===== src/hw/rtl/glyph_atlas_shelf_allocator_assert.svh =====
// ---------------------------------------------------------------------------
// Glyph atlas shelf allocator assertion macros
// Shared property forms for the allocator's concurrent checks.
// ---------------------------------------------------------------------------
`ifndef GLYPH_ATLAS_SHELF_ALLOCATOR_ASSERT_SVH
`define GLYPH_ATLAS_SHELF_ALLOCATOR_ASSERT_SVH

// same-cycle implication, disabled while reset is held
`define GAA_ASSERT_NOW(label, clk, rst_n, ante, cons) \
    label: assert property (@(posedge clk) disable iff (!rst_n) (ante) |-> (cons)) \
        else $error("glyph atlas allocator check failed");

// next-cycle implication, disabled while reset is held
`define GAA_ASSERT_NEXT(label, clk, rst_n, ante, cons) \
    label: assert property (@(posedge clk) disable iff (!rst_n) (ante) |=> (cons)) \
        else $error("glyph atlas allocator check failed");

`endif


===== src/hw/rtl/gaa_pkg.sv =====
// ---------------------------------------------------------------------------
// Glyph atlas allocator package
// Shared types and constants for the shelf allocator.
// ---------------------------------------------------------------------------
package gaa_pkg;

    localparam int unsigned DIM_W  = 11;   // glyph size, page side, shelf fields
    localparam int unsigned NEED_W = 12;   // padded size
    localparam int unsigned POS_W  = 10;
    localparam int unsigned PIDX_W = 3;

    localparam logic [NEED_W-1:0] PAD_PIXELS = 12'd1;
    localparam logic [DIM_W-1:0]  SIDE_RESET = 11'd256;
    localparam logic [DIM_W-1:0]  DIM_MAX    = 11'h7FF;

    typedef logic [DIM_W-1:0]  t_dim;
    typedef logic [NEED_W-1:0] t_need;
    typedef logic [POS_W-1:0]  t_pos;
    typedef logic [PIDX_W-1:0] t_pidx;

    // one page's shelf state, as held in the shelf RAM
    typedef struct packed {
        t_dim cursor_x;
        t_dim top_y;
        t_dim height;
    } t_shelf;

    // outcome of checking one page
    typedef struct packed {
        logic   wr;     // entry changed (wrap and/or placement)
        logic   fit;    // rectangle placed on this page
        t_shelf upd;
        t_pos   px;
        t_pos   py;
    } t_shelf_res;

    typedef enum logic [1:0] {
        ST_IDLE,
        ST_ISSUE,
        ST_SCAN,
        ST_FIN
    } t_state;

endpackage


===== src/hw/rtl/gaa_intf.sv =====
// ---------------------------------------------------------------------------
// Glyph atlas allocator channels
// Valid/ready channels for glyph requests and placement results.
// ---------------------------------------------------------------------------
interface gaa_in_if;
    logic          valid;
    logic          ready;
    gaa_pkg::t_dim glyph_width;
    gaa_pkg::t_dim glyph_height;

    modport source (output valid, output glyph_width, output glyph_height, input ready);
    modport sink   (input valid, input glyph_width, input glyph_height, output ready);
endinterface

interface gaa_out_if;
    logic           valid;
    logic           ready;
    logic           placed;
    gaa_pkg::t_pidx page_index;
    gaa_pkg::t_pos  pos_x;
    gaa_pkg::t_pos  pos_y;
    logic           new_page;

    modport source (output valid, output placed, output page_index, output pos_x,
                    output pos_y, output new_page, input ready);
    modport sink   (input valid, input placed, input page_index, input pos_x,
                    input pos_y, input new_page, output ready);
endinterface


===== src/hw/rtl/gaa_ram.sv =====
// ---------------------------------------------------------------------------
// Generic RAM
// One write port, one read port, registered read data.
// ---------------------------------------------------------------------------
module gaa_ram #(
    parameter int unsigned WIDTH = 8,
    parameter int unsigned DEPTH = 8,
    parameter int unsigned AW    = (DEPTH > 1) ? $clog2(DEPTH) : 1
) (
    input  logic             i_clk,
    input  logic             i_we,
    input  logic [AW-1:0]    i_waddr,
    input  logic [WIDTH-1:0] i_wdata,
    input  logic [AW-1:0]    i_raddr,
    output logic [WIDTH-1:0] o_rdata
);
    logic [WIDTH-1:0] r_mem [DEPTH];
    logic [WIDTH-1:0] r_rdata;

    always_ff @(posedge i_clk) begin
        if (i_we) begin
            r_mem[i_waddr] <= i_wdata;
        end
        r_rdata <= r_mem[i_raddr];
    end

    assign o_rdata = r_rdata;
endmodule


===== src/hw/rtl/gaa_shelf_eval.sv =====
// ---------------------------------------------------------------------------
// Shelf evaluator
// Wraps a page's shelf if needed and tests whether the rectangle fits.
// ---------------------------------------------------------------------------
module gaa_shelf_eval (
    input  gaa_pkg::t_shelf     i_shelf,
    input  gaa_pkg::t_need      i_need_w,
    input  gaa_pkg::t_need      i_need_h,
    input  gaa_pkg::t_dim       i_side,
    output gaa_pkg::t_shelf_res o_res
);
    import gaa_pkg::*;

    logic            wrap;
    logic [NEED_W-1:0] top_sum;
    t_dim            top_wrap;
    t_dim            cx1;
    t_dim            ty1;
    t_dim            h1;
    logic            fit;
    logic [NEED_W-1:0] cx_sum;
    t_dim            cx_new;
    t_dim            h_new;

    always_comb begin
        wrap     = ({2'b00, i_shelf.cursor_x} + {1'b0, i_need_w}) > {2'b00, i_side};
        top_sum  = {1'b0, i_shelf.top_y} + {1'b0, i_shelf.height};
        top_wrap = top_sum[NEED_W-1] ? DIM_MAX : top_sum[DIM_W-1:0];

        cx1 = wrap ? '0       : i_shelf.cursor_x;
        ty1 = wrap ? top_wrap : i_shelf.top_y;
        h1  = wrap ? '0       : i_shelf.height;

        fit = ({2'b00, ty1} + {1'b0, i_need_h}) <= {2'b00, i_side};

        // need sizes are at most page_side here, so they fit 11 bits
        cx_sum = {1'b0, cx1} + i_need_w;
        cx_new = cx_sum[NEED_W-1] ? DIM_MAX : cx_sum[DIM_W-1:0];
        h_new  = (i_need_h > {1'b0, h1}) ? i_need_h[DIM_W-1:0] : h1;

        o_res.wr  = wrap | fit;
        o_res.fit = fit;
        o_res.px  = cx1[POS_W-1:0];
        o_res.py  = ty1[POS_W-1:0];
        if (fit) begin
            o_res.upd = '{cursor_x: cx_new, top_y: ty1, height: h_new};
        end else begin
            o_res.upd = '{cursor_x: cx1, top_y: ty1, height: h1};
        end
    end
endmodule


===== src/hw/rtl/glyph_atlas_shelf_allocator.sv =====
// ---------------------------------------------------------------------------
// Glyph atlas shelf allocator
// Shelf-packs padded glyph rectangles into up to MAX_PAGES square pages.
// ---------------------------------------------------------------------------
// Each request item carries a glyph width and height; both are padded by one
// pixel and placed by shelf packing. Open pages are tried in order, one page
// per cycle out of a single-port-read shelf RAM (cursor x, shelf top, shelf
// height per page). A rectangle that runs past a page's right edge wraps that
// page to a new shelf first, and the wrap is written back even if the page
// then turns out full. When no open page takes it, a new page is opened with
// the rectangle at its origin (new_page = 1). Failure (placed = 0, all other
// fields zero) comes when the padded size exceeds page_side or all pages are
// open. From acceptance an item passes through an issue state that starts the
// first RAM read, a scan of the open pages as the RAM streams entries (from
// one to MAX_PAGES pages, none on a size failure or with no page open), a
// finish state that waits for the output register to be free, and idle,
// where the next item is taken. A result sits in an output register, so a
// new item is taken while the last result waits. page_side is written through
// i_cfg_we/i_cfg_wdata, by the user only while idle (not enforced by the block)
// and resets to 256. The shelf RAM needs no clearing: only open pages are read.
// ---------------------------------------------------------------------------
module glyph_atlas_shelf_allocator #(
    parameter int unsigned MAX_PAGES = 8
) (
    input  logic             i_clk,
    input  logic             i_rst_n,
    input  logic             i_cfg_we,
    input  gaa_pkg::t_dim    i_cfg_wdata,
    gaa_in_if.sink           i_glyph,
    gaa_out_if.source        o_place
);
    import gaa_pkg::*;

    localparam int unsigned AW = (MAX_PAGES > 1) ? $clog2(MAX_PAGES) : 1;
    localparam int unsigned PW = $clog2(MAX_PAGES + 1);
    localparam logic [PW-1:0] PAGES_MAX = PW'(MAX_PAGES);

    // control state
    t_state          r_state, n_state;
    t_dim            r_side;
    logic [PW-1:0]   r_pages, n_pages;
    logic [AW-1:0]   r_idx, n_idx;
    logic            r_found, n_found;
    logic            r_out_valid, n_out_valid;

    // item payload
    t_need           r_need_w, r_need_h;
    t_pos            r_px, n_px;
    t_pos            r_py, n_py;
    t_pidx           r_out_page, n_out_page;
    logic            r_out_placed, n_out_placed;
    t_pos            r_out_x, n_out_x;
    t_pos            r_out_y, n_out_y;
    logic            r_out_new, n_out_new;
    t_pidx           r_page, n_page;

    // shelf RAM
    logic            ram_we;
    logic [AW-1:0]   ram_waddr;
    t_shelf          ram_wdata;
    logic [AW-1:0]   ram_raddr;
    t_shelf          ram_rdata;
    t_shelf_res      eval;

    logic            size_ok;
    logic            last_page;
    logic            out_free;
    logic            accept;

    gaa_ram #(
        .WIDTH ($bits(t_shelf)),
        .DEPTH (MAX_PAGES),
        .AW    (AW)
    ) u_shelf_ram (
        .i_clk   (i_clk),
        .i_we    (ram_we),
        .i_waddr (ram_waddr),
        .i_wdata (ram_wdata),
        .i_raddr (ram_raddr),
        .o_rdata (ram_rdata)
    );

    gaa_shelf_eval u_eval (
        .i_shelf  (ram_rdata),
        .i_need_w (r_need_w),
        .i_need_h (r_need_h),
        .i_side   (r_side),
        .o_res    (eval)
    );

    assign accept    = i_glyph.valid & i_glyph.ready;
    assign size_ok   = (r_need_w <= {1'b0, r_side}) && (r_need_h <= {1'b0, r_side});
    assign last_page = (PW'(r_idx) + PW'(1)) == r_pages;
    assign out_free  = ~r_out_valid | o_place.ready;

    // page i+1 is read while page i is checked; entries never overlap
    assign ram_raddr = (r_state == ST_SCAN) ? AW'(r_idx + AW'(1)) : '0;

    assign i_glyph.ready      = (r_state == ST_IDLE);
    assign o_place.valid      = r_out_valid;
    assign o_place.placed     = r_out_placed;
    assign o_place.page_index = r_out_page;
    assign o_place.pos_x      = r_out_x;
    assign o_place.pos_y      = r_out_y;
    assign o_place.new_page   = r_out_new;

    always_ff @(posedge i_clk) begin
        if (!i_rst_n) begin
            r_state     <= ST_IDLE;
            r_side      <= SIDE_RESET;
            r_pages     <= '0;
            r_idx       <= '0;
            r_found     <= 1'b0;
            r_out_valid <= 1'b0;
        end else begin
            r_state     <= n_state;
            r_pages     <= n_pages;
            r_idx       <= n_idx;
            r_found     <= n_found;
            r_out_valid <= n_out_valid;
            if (i_cfg_we) begin
                r_side <= i_cfg_wdata;
            end
        end
    end

    always_ff @(posedge i_clk) begin
        if (accept) begin
            r_need_w <= {1'b0, i_glyph.glyph_width} + PAD_PIXELS;
            r_need_h <= {1'b0, i_glyph.glyph_height} + PAD_PIXELS;
        end
        r_px         <= n_px;
        r_py         <= n_py;
        r_page       <= n_page;
        r_out_placed <= n_out_placed;
        r_out_page   <= n_out_page;
        r_out_x      <= n_out_x;
        r_out_y      <= n_out_y;
        r_out_new    <= n_out_new;
    end

    always_comb begin
        n_state      = r_state;
        n_pages      = r_pages;
        n_idx        = r_idx;
        n_found      = r_found;
        n_px         = r_px;
        n_py         = r_py;
        n_page       = r_page;
        n_out_valid  = r_out_valid & ~o_place.ready;
        n_out_placed = r_out_placed;
        n_out_page   = r_out_page;
        n_out_x      = r_out_x;
        n_out_y      = r_out_y;
        n_out_new    = r_out_new;
        ram_we       = 1'b0;
        ram_waddr    = r_idx;
        ram_wdata    = eval.upd;

        case (r_state)
            ST_IDLE: begin
                if (accept) begin
                    n_state = ST_ISSUE;
                end
            end
            ST_ISSUE: begin
                // RAM read of page 0 is under way
                n_found = 1'b0;
                n_idx   = '0;
                if (size_ok && (r_pages != '0)) begin
                    n_state = ST_SCAN;
                end else begin
                    n_state = ST_FIN;
                end
            end
            ST_SCAN: begin
                ram_we = eval.wr;
                if (eval.fit) begin
                    n_found = 1'b1;
                    n_px    = eval.px;
                    n_py    = eval.py;
                    n_page  = PIDX_W'(r_idx);
                    n_state = ST_FIN;
                end else if (last_page) begin
                    n_state = ST_FIN;
                end else begin
                    n_idx = AW'(r_idx + AW'(1));
                end
            end
            ST_FIN: begin
                if (out_free) begin
                    n_out_valid  = 1'b1;
                    n_state      = ST_IDLE;
                    n_out_placed = 1'b0;
                    n_out_page   = '0;
                    n_out_x      = '0;
                    n_out_y      = '0;
                    n_out_new    = 1'b0;
                    if (r_found) begin
                        n_out_placed = 1'b1;
                        n_out_page   = r_page;
                        n_out_x      = r_px;
                        n_out_y      = r_py;
                    end else if (size_ok && (r_pages < PAGES_MAX)) begin
                        // open a new page with the rectangle at its origin
                        ram_we       = 1'b1;
                        ram_waddr    = AW'(r_pages);
                        ram_wdata    = '{cursor_x: r_need_w[DIM_W-1:0], top_y: '0,
                                         height: r_need_h[DIM_W-1:0]};
                        n_pages      = PW'(r_pages + PW'(1));
                        n_out_placed = 1'b1;
                        n_out_page   = PIDX_W'(r_pages);
                        n_out_new    = 1'b1;
                    end
                end
            end
            default: begin
                n_state = ST_IDLE;
            end
        endcase
    end

`include "glyph_atlas_shelf_allocator_assert.svh"

    // open page count never passes the page limit
    `GAA_ASSERT_NOW(a_pages_bound, i_clk, i_rst_n, 1'b1, r_pages <= PAGES_MAX)
    // a fresh page result always reports a placement
    `GAA_ASSERT_NOW(a_new_implies_placed, i_clk, i_rst_n, r_out_valid && r_out_new, r_out_placed)
    // shelf RAM is only written while scanning or finishing an item
    `GAA_ASSERT_NOW(a_ram_we_state, i_clk, i_rst_n, ram_we,
        (r_state == ST_SCAN) || (r_state == ST_FIN))
    // page count moves only together with a new-page result
    `GAA_ASSERT_NEXT(a_pages_step, i_clk, i_rst_n, r_pages != n_pages,
        r_out_valid && r_out_new && (r_pages == $past(r_pages) + PW'(1)))

endmodule

===== src/flat_wrapper.sv =====
// flat-port wrapper written by rule: the top's interface ports become plain ports
module glyph_atlas_shelf_allocator_flat import gaa_pkg::*;
#(
    parameter int unsigned MAX_PAGES = 8
)
  (i_clk, i_rst_n, i_cfg_we, i_cfg_wdata, i_glyph_valid, i_glyph_glyph_width, i_glyph_glyph_height, i_glyph_ready, o_place_valid, o_place_placed, o_place_page_index, o_place_pos_x, o_place_pos_y, o_place_new_page, o_place_ready);
  gaa_in_if i_glyph_i ();
  gaa_out_if o_place_i ();
  input  logic i_clk;
  input  logic i_rst_n;
  input  logic i_cfg_we;
  input  gaa_pkg::t_dim i_cfg_wdata;
  input wire logic [$bits(i_glyph_i.valid)-1:0] i_glyph_valid;
  input wire logic [$bits(i_glyph_i.glyph_width)-1:0] i_glyph_glyph_width;
  input wire logic [$bits(i_glyph_i.glyph_height)-1:0] i_glyph_glyph_height;
  output wire logic [$bits(i_glyph_i.ready)-1:0] i_glyph_ready;
  output wire logic [$bits(o_place_i.valid)-1:0] o_place_valid;
  output wire logic [$bits(o_place_i.placed)-1:0] o_place_placed;
  output wire logic [$bits(o_place_i.page_index)-1:0] o_place_page_index;
  output wire logic [$bits(o_place_i.pos_x)-1:0] o_place_pos_x;
  output wire logic [$bits(o_place_i.pos_y)-1:0] o_place_pos_y;
  output wire logic [$bits(o_place_i.new_page)-1:0] o_place_new_page;
  input wire logic [$bits(o_place_i.ready)-1:0] o_place_ready;
  assign i_glyph_i.valid = i_glyph_valid;
  assign i_glyph_i.glyph_width = i_glyph_glyph_width;
  assign i_glyph_i.glyph_height = i_glyph_glyph_height;
  assign i_glyph_ready = i_glyph_i.ready;
  assign o_place_valid = o_place_i.valid;
  assign o_place_placed = o_place_i.placed;
  assign o_place_page_index = o_place_i.page_index;
  assign o_place_pos_x = o_place_i.pos_x;
  assign o_place_pos_y = o_place_i.pos_y;
  assign o_place_new_page = o_place_i.new_page;
  assign o_place_i.ready = o_place_ready;
  glyph_atlas_shelf_allocator #(.MAX_PAGES(MAX_PAGES)) u_core (.i_clk(i_clk), .i_rst_n(i_rst_n), .i_cfg_we(i_cfg_we), .i_cfg_wdata(i_cfg_wdata), .i_glyph(i_glyph_i), .o_place(o_place_i));
endmodule

===== config.mk =====
export PLATFORM = sky130hd
export DESIGN_NAME = glyph_atlas_shelf_allocator_flat
export DESIGN_NICKNAME = d
export VERILOG_FILES = /design/src/hw/rtl/gaa_pkg.sv /design/src/hw/rtl/gaa_intf.sv /design/src/hw/rtl/gaa_ram.sv /design/src/hw/rtl/gaa_shelf_eval.sv /design/src/hw/rtl/glyph_atlas_shelf_allocator.sv /design/src/flat_wrapper.sv
export VERILOG_INCLUDE_DIRS = /design/src /design/src/hw/rtl
export SDC_FILE = /design/constraint.sdc
export NUM_CORES = 1
export LEC_CHECK = 0
export ABC_AREA = 1
export BUFFER_PORTS_ARGS = -buffer_cell sky130_fd_sc_hd__buf_2
export CAP_MARGIN = 20
export CORE_ASPECT_RATIO = 0.6
export CORE_MARGIN = 3
export CORE_UTILIZATION = 57
export DETAILED_ROUTE_END_ITERATION = 6
export PLACE_DENSITY = 0.83
export SLEW_MARGIN = 15
export SYNTH_ARGS = -nofsm -noshare
export SYNTH_HDL_FRONTEND = slang
export SYNTH_HIERARCHICAL = 1
export SYNTH_SLANG_ARGS = --single-unit

===== constraint.sdc =====
create_clock -name i_clk -period 7.16 [get_ports i_clk]
set_input_delay 0.358 -clock i_clk [delete_from_list [all_inputs] [get_ports i_clk]]
set_output_delay 0.358 -clock i_clk [all_outputs]
set_load 0.005 [all_outputs]

==> results.py <==
metrics = {
    "routing": {
        "dr.pass1.iters": 6,
        "drc_errors": 0,
        "wl_mm": 56.6,
        "ant_nets": 0,
        "vias_per_cell": 5.53,
        "drtIter0Drc": 2514,
        "wire_per_inst_um": 19.2,
        "via_count": 16300,
    },
    "setup_path": {
        "cp_max_fo": 15,
        "r2r_end": "u_core/u_shelf_ram/r_mem[0][27]",
        "r2r_start": "u_core/r_need_w[0]",
        "critPathLaunchType": "register",
        "critPathArrivalTime_ps": 7010,
        "cpMaxStageDelayCell": "fa_1",
        "cp_common_cell": "nand2_1",
        "crit_type": "reg2reg",
        "crit_path_max_incr_delay_ps": 420,
        "required_ps": 7400,
        "reg2reg_slack_ps": 390,
        "r2r_cells": 42,
        "critPathCaptureType": "register",
    },
    "floorplan": {
        "die_area_um2": 39200,
        "io_pins": 65,
        "core_um2": 35600,
        "die_w_um": 254,
        "row_count": 53,
        "start_util": 0.589,
        "die_y_um": 155,
    },
    "synth": {
        "synth_top_cell_area_share": 0.481,
        "post_synth_num_cell_types": 46,
        "synth_top_cell_by_area": "edfxtp_1",
        "synth-main-ff-cell": "edfxtp_1",
        "ys_seq_area_frac": 0.534,
        "postSynthNetCount": 2527,
        "syn_area_um2": 21000,
        "synth_edf_count": 336,
        "synth_seq_cells": 391,
        "synthArstFlopShare": 0,
        "synth.avg_cell_area_um2": 8.82,
        "synth_area_leaders": "edfxtp_1 48%, nand2_1 14%, inv_1 8.4%",
        "syn_inst": 2377,
        "synth_warnings": 6,
    },
    "min_path": {
        "hold-path-cell-count": 3,
        "min_delay_worst_endpoint": "u_core/r_side[8]",
        "min-delay-start": "i_cfg_wdata[8]",
        "hp-class": "in2reg",
    },
    "timing": {
        "max_slew.worst_pin.slew_ps": 1130,
        "hold_violations": 0,
        "maxSlewViolCount": 0,
        "fin_worst_skew_ps": 18.1,
        "setup_viol": 0,
        "worst_slack_ps": 395,
        "min_period_over_period": 0.945,
        "rsz0062_at_grt": "false",
        "slew_headroom": 0.249,
        "period_minus_slack_ps": 6770,
        "fmax_ghz": 0.148,
    },
    "clocking": {
        "cts_max_path_buffers": 3,
        "cts_buffers": 36,
        "clk_pin_slew_ps": 70,
        "cts_tree": "done",
        "cts_root_buf": "clkbuf_16",
        "cts_sinks": 391,
        "htree_levels": 2,
        "clk_latency_ps": 540,
    },
    "finish": {
        "area_delta_synth_final_pct": 10.8,
        "nNetsFinal": 2599,
        "final_layout_size_suffix_gt1_frac": 0.0945,
        "mostFrequentLayoutCells": "754 x nand2_1, 468 x inv_1, 336 x edfxtp_1",
        "final_common_cell": "nand2_1",
    },
    "grt": {
        "grt_pass1_vias": 15100,
        "grt_max_degree": 100,
        "track_usage": 0.276,
        "grt-ovfl-total": 0,
        "antenna_found_initial": 0,
        "grt_pass1_wl_mm": 83.1,
    },
    "placed_design": {
        "post-place-ws_ps": 3.04,
        "dp_hpwl_mm": 37.9,
        "portBuffers": 64,
        "place.gp.congestion": 0.968,
    },
    "run_status": {
        "status": "finished clean",
    },
    "run": {
        "max_cap_violations": 0,
    },
}
[through the flow]
step | utilization | hold slack, ps | cell area, µm² | setup TNS, ps | cells
global route | 0.652 | 55.6 | 23200 | 0 | 2942
global placement | 0.604 | 488 | 21500 | 0 | 2843
finish | 0.652 | 46.6 | 23200 | 0 | 2943
detailed placement | 0.605 | 491 | 21600 | 0 | 2844
floorplan | - | 470 | 21000 | 0 | 2377
CTS | 0.636 | 39.6 | 22700 | -12.1 | 2908
[final cells by class]
type | instances | area [µm²]
clock inverters | 20 | 165
diodes | 1 | 2.50
flip-flops and latches | 391 | 11200
inverters | 476 | 1790
multi-input cells | 1429 | 7550
well taps | 467 | 584
repair buffers | 115 | 990
clock buffers | 44 | 941
fillers | 2740 | 12400
[routing by layer]
metal | wire length [µm] | vias up | track usage
met5 | 0 | - | 0
met4 | 1610 | 0 | 0.0787
met3 | 7320 | 122 | 0.0852
met2 | 23600 | 890 | 0.391
met1 | 24100 | 7604 | 0.409
li1 | - | 7664 | -
[how the worst max path moves through the flow]
stage	from	endpoint	slack [ps]
floorplan	u_core/r_need_w[0]	u_core/u_shelf_ram/r_mem[1][0]	160
global placement	u_core/r_need_w[0]	u_core/u_shelf_ram/r_mem[3][29]	140
detailed placement	u_core/r_need_w[0]	u_core/u_shelf_ram/r_mem[3][29]	3
CTS	u_core/r_need_w[0]	u_core/u_shelf_ram/r_mem[2][30]	-4
global route	u_core/r_need_w[0]	u_core/u_shelf_ram/r_mem[0][7]	10
finish	u_core/r_need_w[0]	u_core/u_shelf_ram/r_mem[0][27]	390
[critical path: cells and delay by family, from the launching register on]
kind | cells | cell delay (ps)
AO/OA/AOI/OAI | 7 | 1190
XOR/XNOR | 2 | 470
adder cells (fa/ha/maj) | 5 | 1550
buffers and inverters | 8 | 910
flip-flops | 1 | 390
AND/OR/NAND/NOR | 20 | 1940
[sequential cells by signal, summed over array words and instances, names as in the netlist, 4 cells and up]
| name | cells |
|---|---|
| u_core/u_shelf_ram/r_mem | 264 |
| u_core/u_shelf_ram/o_rdata | 33 |
| u_core/r_need_h | 12 |
| u_core/r_need_w | 12 |
| u_core/r_side | 11 |
| u_core/o_place.pos_x | 10 |
| u_core/o_place.pos_y | 10 |
| u_core/r_px | 10 |
| u_core/r_py | 10 |
| u_core/r_pages | 4 |
[cells in the mapped netlist, types with 16 or more instances]
library cell / n
a21oi_1: 59
buf_2: 34
buf_4: 19
dfxtp_1: 55
edfxtp_1: 336
ha_1: 108
inv_1: 471
nand2_1: 756
nand3_1: 193
nand4_1: 29
nor2_1: 89
o21ai_0: 28
xnor2_1: 16
xor2_1: 40
[what timing repair did]
item	in CTS	in global routing
pin swaps	1	13
resized for setup	1	11
hold buffers	0	0
setup buffers	0	25
cloned	0	5
setup endpoints to repair	85	358
[kinds of logic (layout without fill, tap and decap cells)]
group / Yosys count / in the layout / synth area share
AOI/OAI and AO/OA: 138 / 138 / 0.0377
DFF: 391 / 391 / 0.534
adders and majority gates: 112 / 112 / 0.0683
and+or+nand+nor: 1118 / 1123 / 0.224
other: 0 / 1 / 0
xor gates and xnor gates: 56 / 56 / 0.0234
buffers and inverters: 562 / 655 / 0.113
Power is not shown: default switching activity piles up to over one toggle a cycle in this logic, so the estimate is an artifact.
